==> src/rtl/pdfa_pkg.sv <==
package pdfa_pkg;

  localparam int MAX_STATES  = 16;
  localparam int MAX_LETTERS = 16;
  localparam int PROB_BITS   = 16;

  localparam int STATE_W = $clog2(MAX_STATES);
  localparam int LETTER_W = $clog2(MAX_LETTERS);
  localparam int ADDR_W = STATE_W + LETTER_W;
  localparam int DEPTH = MAX_STATES * MAX_LETTERS;
  localparam int CNT_W = 5;
  localparam int TGT_W = 6;
  localparam int ENTRY_W = TGT_W + PROB_BITS;
  localparam int REM_W = PROB_BITS + 2;

  localparam logic [CNT_W-1:0] STATES_RESET  = CNT_W'(MAX_STATES);
  localparam logic [CNT_W-1:0] LETTERS_RESET = CNT_W'(MAX_LETTERS);

  typedef enum logic [1:0] {
    MODE_WRITE  = 2'd0,
    MODE_ACCEPT = 2'd1,
    MODE_GEN    = 2'd2
  } mode_t;

  typedef enum logic {
    REG_NUM_STATES  = 1'b0,
    REG_NUM_LETTERS = 1'b1
  } reg_idx_t;

  typedef struct packed {
    logic [1:0]              mode;
    logic [3:0]              row_state;
    logic [3:0]              letter;
    logic signed [TGT_W-1:0] next_state;
    logic [PROB_BITS-1:0]    probability;
    logic                    is_last;
    logic [PROB_BITS-1:0]    draw;
  } item_t;

  typedef struct packed {
    logic [3:0] out_letter;
    logic       emitted;
    logic       string_done;
    logic       verdict;
    logic       verdict_valid;
  } res_t;

  typedef struct packed {
    logic load;
    logic start;
    logic acc_eval;
    logic gen_step;
    logic out_load;
  } cmd_t;

  typedef struct packed {
    logic [1:0] mode;
    logic       gen_stop;
    logic       out_free;
  } stat_t;

  function automatic logic [CNT_W-1:0] sat_count(input logic [CNT_W-1:0] v,
                                                 input logic [CNT_W-1:0] hi);
    logic [CNT_W-1:0] r;
    r = v;
    if (v == '0) r = CNT_W'(1);
    else if (v > hi) r = hi;
    return r;
  endfunction

endpackage

==> src/rtl/pdfa_ctrl.sv <==
module pdfa_ctrl (
  input  logic            clk,
  input  logic            rst,
  input  logic            in_valid,
  output logic            in_ready,
  input  pdfa_pkg::stat_t stat,
  output pdfa_pkg::cmd_t  cmd
);

  typedef enum logic [2:0] {
    S_IDLE,
    S_START,
    S_ACC,
    S_GEN,
    S_DONE
  } state_t;

  state_t state;

  always_ff @(posedge clk) begin
    if (rst) begin
      state <= S_IDLE;
    end else begin
      unique case (state)
        S_IDLE: begin
          if (in_valid) state <= S_START;
        end
        S_START: begin
          if (stat.mode == pdfa_pkg::MODE_ACCEPT) state <= S_ACC;
          else if (stat.mode == pdfa_pkg::MODE_GEN) state <= S_GEN;
          else state <= S_DONE;
        end
        S_ACC: begin
          state <= S_DONE;
        end
        S_GEN: begin
          if (stat.gen_stop) state <= S_DONE;
        end
        S_DONE: begin
          if (stat.out_free) state <= S_IDLE;
        end
        default: begin
          state <= S_IDLE;
        end
      endcase
    end
  end

  always_comb begin
    in_ready     = (state == S_IDLE);
    cmd.load     = (state == S_IDLE) && in_valid;
    cmd.start    = (state == S_START);
    cmd.acc_eval = (state == S_ACC);
    cmd.gen_step = (state == S_GEN);
    cmd.out_load = (state == S_DONE) && stat.out_free;
  end

endmodule

==> config.mk <==
export PLATFORM = sky130hd
export DESIGN_NAME = pdfa_ctrl
export DESIGN_NICKNAME = d
export VERILOG_FILES = /design/src/rtl/pdfa_pkg.sv /design/src/rtl/pdfa_ctrl.sv
export SDC_FILE = /design/constraint.sdc
export NUM_CORES = 1
export LEC_CHECK = 0
export BUFFER_PORTS_ARGS = -buffer_cell sky130_fd_sc_hd__clkbuf_2
export CELL_PAD_IN_SITES_DETAIL_PLACEMENT = 0
export CELL_PAD_IN_SITES_GLOBAL_PLACEMENT = 1
export CORE_AREA = 10 10 47 49
export CTS_CLUSTER_DIAMETER = 80
export DETAILED_ROUTE_END_ITERATION = 12
export DIE_AREA = 0 0 57 59
export PLACE_DENSITY_LB_ADDON = 0.1
export SETUP_SLACK_MARGIN = 0.15
export SLEW_MARGIN = 5
export SYNTH_ARGS = -nofsm -noshare
export SYNTH_HDL_FRONTEND = slang
export SYNTH_SLANG_ARGS = --single-unit
==> constraint.sdc <==
create_clock -name clk -period 1.58 [get_ports clk]
set_input_delay 0.316 -clock clk [delete_from_list [all_inputs] [get_ports clk]]
set_output_delay 0.316 -clock clk [all_outputs]
set_load 0.02 [all_outputs]
**After elaboration in Yosys (flattened, before gate mapping)**

Index checks and enable logic that the tools add are counted.

- Add/subtract/negate cells: 0
- Multipliers: 0
- Div/mod/pow operators: 0
- Magnitude comparators: 0
- Eq/ne operators: 9
- Shift operators: 0
- Mux-type cells: 6
- Bitwise gates (word level): 0
- Reductions and logical operators: 4

Operator list:

| operator | count |
|---|---|
| 2-to-1 mux 3 bit | 5 |
| one-hot mux 3 bit (5 select lines) | 1 |
| equality test 3 x 2 -> 1 bit, second input constant | 2 |
| inequality test 2 bit, second input constant | 3 |
| equality test 3 x 1 -> 1 bit, second input constant | 1 |
| equality test 3 bit, second input constant | 1 |
| zero test 3 bit | 1 |
| AND reduction 3 bit | 1 |
| equality test 2 x 1 -> 1 bit, second input constant | 1 |
| equality test 2 bit, second input constant | 1 |
| logical AND 1 bit | 2 |

- Register bits: 3
- Latch bits: 0
- Memory bits (writable): 0
- ROM bits: 0
- Output and inout bits: 6
- Word-level logic and storage cells: 20
- Memories kept: 0

**Depth between registers and ports, before layout**

Gate-level depths: netlist (run 1).

- Depth after elaboration: 4
- Gate-level depth with buffers: 5
- Gate-level depth less buffers: 5

**Worst setup path after synthesis (run 1)**

Ideal clock, no wire load.

- Path kind: flip-flop to output port
- From: register state[0]
- To: output port cmd[4] (netlist name)
- Arrival: 1.248 ns
- Required time: 1.264 ns
- Slack: 0.016 ns
- Cell stages (with the launch flop): 4
- Path buffers: 1
- Cells stage by stage: dfxtp_1 buf_4 nor3_1 and2_1

RTL lines:

| what | RTL line | RTL |
|---|---|---|
| start: declaration | pdfa_ctrl.sv:18 | `state_t state;` |
| start signal: assignment | pdfa_ctrl.sv:22 | `state <= S_IDLE;` |
| start signal: assignment | pdfa_ctrl.sv:26 | `if (in_valid) state <= S_START;` |
| start signal: assignment | pdfa_ctrl.sv:29 | `if (stat.mode == pdfa_pkg::MODE_ACCEPT) state <= S_ACC;` |
| end: declaration | pdfa_ctrl.sv:7 | `output pdfa_pkg::cmd_t cmd` |

==> run metrics, run 1 <==
crit path cell chain inv_1 -> nor3_1 -> buf_4; Syn Std Cell Area 209 um^2; total CTS buffers 3; placed cell count 52; GRT Residual Overflow 0; CP arrival 1.06 ns; vias 242; clock tree sinks 3; routed len/inst 12.4 um; Worst setup EP type output port; Reg-to-Reg Start state[1]; port buffer count 12; clock share of power 42.2%; top flop regs state: 3 flops; dpl ws 0.266 ns; Final Hold Vio Count 0; Static Leak 0.155 nW; max reg flops 3; post-synthesis cell count 25; FILL cells 167; CP peak stage delay 0.38 ns; share of the yosys chip area belonging to registers 28.7%; Clock transition at path regs 0.03 ns; Crit Path Class reg -> out; core region area 0.00140 mm^2; antenna viol nets, final 0; Non-Filler Instances 56; initial antenna violation count 0; Cell Rows 14; Critical Path RT 1.26 ns; Comb power frac 27.2%; P_sw 0.101 mW; share of layout cells above drive strength 1 55.0%; hold crit path type in -> reg; global-route wire length before repair 1120 um; Slew @ Worst Pin 0.294 ns; worst-skew pair later-pin latency 0.23 ns; Mapped Nets 33; Die W 57 um; Root Driver clkbuf_4; Yosys reg bits 3; GPL Wtd Cong 0.651; largest register by flop count state; CP startpoint state[1]; Max Slew Vio Count 0; 1st-iter DRT viols 4; H-tree Lvls 1; largest net degree at the start of global routing 9; ANT cells 0; number of placed I/O pins 13; max cap viols 0; Max rail drop VDD 0.000376 V; f_max 0.726 GHz; status completed; DRC Markers 0; FF+latch area 68.8 um^2; Worst path slowest cell dfxtp_4; total power per unit cell area 947 mW/mm^2; layout net count 49; Final Critical Period 1.38 ns; cts hold-fix bufs 0; Hold WS 0.282 ns; CTS tree done; DR pass1 iterations 2; syn avg cell area 8.36 um^2; drt total wl 694 um; PnR worst setup slack 0.203 ns; setup tns final 0 ns; final core occ 24.2%; DP HPWL 554 um; critical path launch point type flop; count of different cell masters after synthesis 17; fin crit share 87.2%; Finished Cell Area 339 um^2; Synth Warn # 0; Max-slew headroom 80.3%; DIE HEIGHT 59 um; hold path start stat[1]; RSZ-0062 raised after global routing yes; final setup fails 0; sequential power share 30.5%; gr usage total 4.23%; Crit Path Max Fanout 8; Initial Utilization 14.9%; clk buf depth 2; internal power 0.220 mW; area of the die 0.00336 mm^2; area occupied by multi-input gates 144 um^2; Post-Route Skew 0.00322 ns; DP Area 287 um^2; synthesis-to-layout area growth 62.3%; Net Sw Frac 31.4%; vias in the first global route 268; Pwr Total 0.321 mW; Setup Buffers After CTS 0; vias per inst 4.32
repair_timing:
action	CTS	global route
gates resized for setup	3	10
pin swaps	0	2
setup endpoints to repair	5	4
hold endpoints to repair	0	0
synthesized netlist by cell type:
cell       number  share of area [%]
a2111oi_1       1                4.8
a2111oi_2       1                7.2
a21oi_1         2                4.8
a21oi_2         1                4.2
a311o_1         1                4.8
and2_1          1                3.0
and3_1          1                3.0
buf_4           1                3.6
dfxtp_1         3                 29
ha_1            1                6.0
inv_1           3                5.4
mux2i_1         1                4.8
nand2b_1        1                3.0
nand3b_1        1                3.6
nor2_1          3                5.4
nor2b_1         1                3.0
nor3_1          2                4.8
cell families after synthesis:
| logic type | synth area share, % |
|---|---|
| AND/OR/NAND/NOR | 25.8 |
| AO/OA/AOI/OAI | 25.7 |
| buffers and inverters | 8.98 |
| flip-flops | 28.7 |
| adder cells (fa/ha/maj) | 5.99 |
| multiplexers | 4.79 |
layout by cell type, fill, tap and decap left out, drive strengths merged:
cell / n
clkbuf: 13
nor2: 3
inv: 3
a21oi: 3
dfxtp: 3
buf: 3
nor3: 2
a2111oi: 2
nand2b: 1
and2: 1
and3: 1
mux2i: 1
nor2b: 1
a311o: 1
nand3b: 1
ha: 1
worst max-delay path, delay by kind of cell (launching register included):
| family | cells | cell delay, ns |
|---|---|---|
| and+or+nand+nor | 1 | 0.18 |
| DFF | 1 | 0.38 |
| buffers and inverters | 2 | 0.27 |
metal layers:
layer,global-route usage (%),up-vias,share of wire [%]
met4,2.01,0,0
met2,6.36,11,44
met3,3.22,0,9.8
met5,0,-,0
met1,4.26,111,46
li1,-,120,-
worst paths after layout:
kind	endpoint	slack, ns	cells past startpoint
worst max register to register	state[0]	0.59	3
worst min register to register	state[0]	0.50	1
worst min-delay path	state[1]	0.28	2
worst max-delay path	cmd[2]	0.20	3
power groups by stage:
stage / Combinational (mW) / Sequential, mW / Clock (mW)
floorplan: 0.0601 / 0.0889 / 0
global placement: 0.0798 / 0.0978 / 0
detailed placement: 0.0793 / 0.0970 / 0
CTS: 0.0795 / 0.0972 / 0.143
global route: 0.0988 / 0.0994 / 0.149
finish: 0.0875 / 0.0981 / 0.136
layout make-up:
type,instances,share of cell area (%)
Clock buffer,4,7.75
Tap cell,16,5.90
Timing Repair Buffer,12,20.3
Multi-Input combinational cell,18,42.4
Inverter,3,3.32
Sequential cell,3,20.3
Note: power is estimated with default switching activity, not from simulation.
==> run 2: changes to the inputs <==
Settings changed: ABC_AREA set to 1.
==> run metrics, run 2 <==
status completed; Yosys reg bits 3 (unchanged); most frequent cells in the layout nand2_1, clkbuf_2, inv_1; area of the die 0.00336 mm^2 (unchanged); Syn Std Cell Area 229 um^2 (+9.6%); Post-Route Skew 0.00181 ns (-0.00140 ns); CTS tree done; Net Sw Frac 46.2% (+15 points); cts hold-fix bufs 0 (unchanged); Crit Path Max Fanout 5 (-3); core region area 0.00140 mm^2 (unchanged); top post-synthesis cells by area dfxtp_1, nand2_1, inv_1, nor2_1, nand3_1; share of layout cells above drive strength 1 50.9% (-4.1 points); total CTS buffers 3 (unchanged); Final Hold Vio Count 0 (unchanged); GRT Residual Overflow 0 (unchanged); synthesis-to-layout area growth 68.9%; global-route wire length before repair 1210 um (+8.0%); DP HPWL 618 um (+12%); max reg flops 3 (unchanged); fin crit share 85.8% (-1.4 points); clock tree sinks 3 (unchanged); Crit Path Class reg -> out; FILL cells 177 (+6.0%); ANT cells 0 (unchanged); Synth Warn # 0 (unchanged); port buffer count 12 (unchanged); max cap viols 0 (unchanged); Die W 57 um (unchanged); commonest non-fill, non-tap cell in the layout nand2_1; share of the yosys chip area belonging to registers 26.2% (-2.5 points); hold crit path type in -> reg; GPL Wtd Cong 0.743 (+14%); H-tree Lvls 1 (unchanged); Clock transition at path regs 0.04 ns (about the same); vias 279 (+15%); layout net count 66 (+35%); f_max 0.738 GHz (+1.6%); Synth async-reset ratio 0% (unchanged); Slew @ Worst Pin 0.191 ns (-0.103 ns); largest register by flop count state; Comb power frac 57.7% (+31 points); DRC Markers 0 (unchanged); Max Slew Vio Count 0 (unchanged); Initial Utilization 16.3% (+1.4 points); gr usage total 4.66% (+0.43 points); worst-skew pair later-pin latency 0.23 ns (about the same); CP arrival 1.04 ns (-0.02 ns); antenna viol nets, final 0 (unchanged); Mapped Nets 47 (+42%); critical path launch point type flop; P_sw 0.323 mW (+220%); most common cell in the netlist nand2_1; syn avg cell area 5.87 um^2 (-30%); Cell Rows 14 (unchanged); post-synthesis cell count 39 (+56%); Pwr Total 0.700 mW (+120%); vias in the first global route 296 (+10%); top flop regs state: 3 flops; sequential power share 23.7% (-6.8 points); clk buf depth 2 (unchanged); R2R cell count 6 (+3); Hold WS 0.253 ns (-0.0292 ns); Post-synth EDFFs 0 (unchanged); Max-slew headroom 87.1% (+6.8 points); Final Critical Period 1.35 ns (-0.0222 ns); WHS Path Cells 2 (unchanged); top cell type's share of synthesized area 26.2% (-2.5 points); setup tns final 0 ns (unchanged); Non-Filler Instances 73 (+30%); Static Leak 0.218 nW (+40%); largest net degree at the start of global routing 6 (-3); internal power 0.377 mW (+71%); number of placed I/O pins 13 (unchanged); Post-synth top flop dfxtp_1; Max rail drop VDD 0.000342 V (-8.9%); Root Driver clkbuf_4; 1st-iter DRT viols 5 (+1); clock share of power 18.6% (-24 points); Critical Path RT 1.26 ns (about the same); drt total wl 694 um (unchanged); routed len/inst 9.51 um (-23%); RSZ-0062 raised after global routing yes; count of different cell masters after synthesis 12 (-5); initial antenna violation count 0 (unchanged); total power per unit cell area 1810 mW/mm^2 (+91%); Worst setup EP type output port; vias per inst 3.82 (-12%); Synth top cells by count nand2_1, inv_1, nor2_1; DIE HEIGHT 59 um (unchanged); final setup fails 0 (unchanged); placed cell count 68 (+31%); DR pass1 iterations 2 (unchanged); area leader, netlist dfxtp_1; final core occ 27.6% (+3.4 points)
run 2: cell types whose count changed in the layout (fill, tap and decap cells not counted), moves of 2 or more:
cell	before	now
nand3_1	0	3
nor2_1	3	5
nor2_2	0	2
nand2_1	0	10
inv_2	0	2
inv_1	3	7
buf_4	1	4
run 2: power groups by stage:
| stage | Sequential (mW) | Combinational [mW] | Clock, mW |
|---|---|---|---|
| floorplan | 0.135 | 0.240 | 0 |
| global placement | 0.146 | 0.361 | 0 |
| detailed placement | 0.144 | 0.352 | 0 |
| CTS | 0.150 | 0.384 | 0.137 |
| global route | 0.173 | 0.454 | 0.151 |
| finish | 0.166 | 0.404 | 0.130 |
run 2: cell type report:
| cell class | instances | area, um^2 | share of cell area [%] |
|---|---|---|---|
| multi-input combinational | 27 | 158 | 40.8 |
| timing repair buffer | 14 | 82.6 | 21.4 |
| sequential | 3 | 66.3 | 17.2 |
| inverter | 9 | 33.8 | 8.74 |
| clock buffer | 4 | 26.3 | 6.80 |
| tap | 16 | 20.0 | 5.18 |
run 2: worst max-delay path, cell delays in order (launching register included):
cell and delay, ns:
dfxtp_2 0.36, nor2_4 0.13, nand2_2 0.07, nor2_1 0.08, clkbuf_4 0.17
run 2: repair_timing:
item / 4_1_cts / 5_1_grt
pin swaps: 1 / 2
setup endpoints to repair: 4 / 6
resized for setup: 5 / 9
buffers inserted: 1 / 0
run 2: worst paths after layout:
check | start | to | slack (ns)
min reg2reg | state[0] | state[0] | 0.62
max reg2reg | state[1] | state[0] | 0.47
min | rst | state[1] | 0.25
max | state[1] | cmd[4] | 0.23
run 2: cell families (layout without fill, tap and decap cells):
logic type      Yosys count  after routing  share of synthesized area (%)
flops                     3              3                           26.2
fa+ha+maj                 1              1                           5.46
compound gates            1              1                           2.18
simple gates             25             25                           51.4
buf+inv                   9             27                           14.8
run 2: metrics by stage:
stage | instance area (um^2) | setup slack (ns)
5_1_grt | 387 | 0.127
6_report | 387 | 0.225
3_5_place_dp | 323 | 0.335
2_1_floorplan | 235 | 0.336
4_1_cts | 367 | 0.152
3_3_place_gp | 323 | 0.332
run 2: metal layers:
layer | wire [um] | global-route usage, %
met2 | 386 | 7.29
met3 | 48 | 2.79
met1 | 258 | 4.26
met4 | 0 | 4.03
met5 | 0 | 0
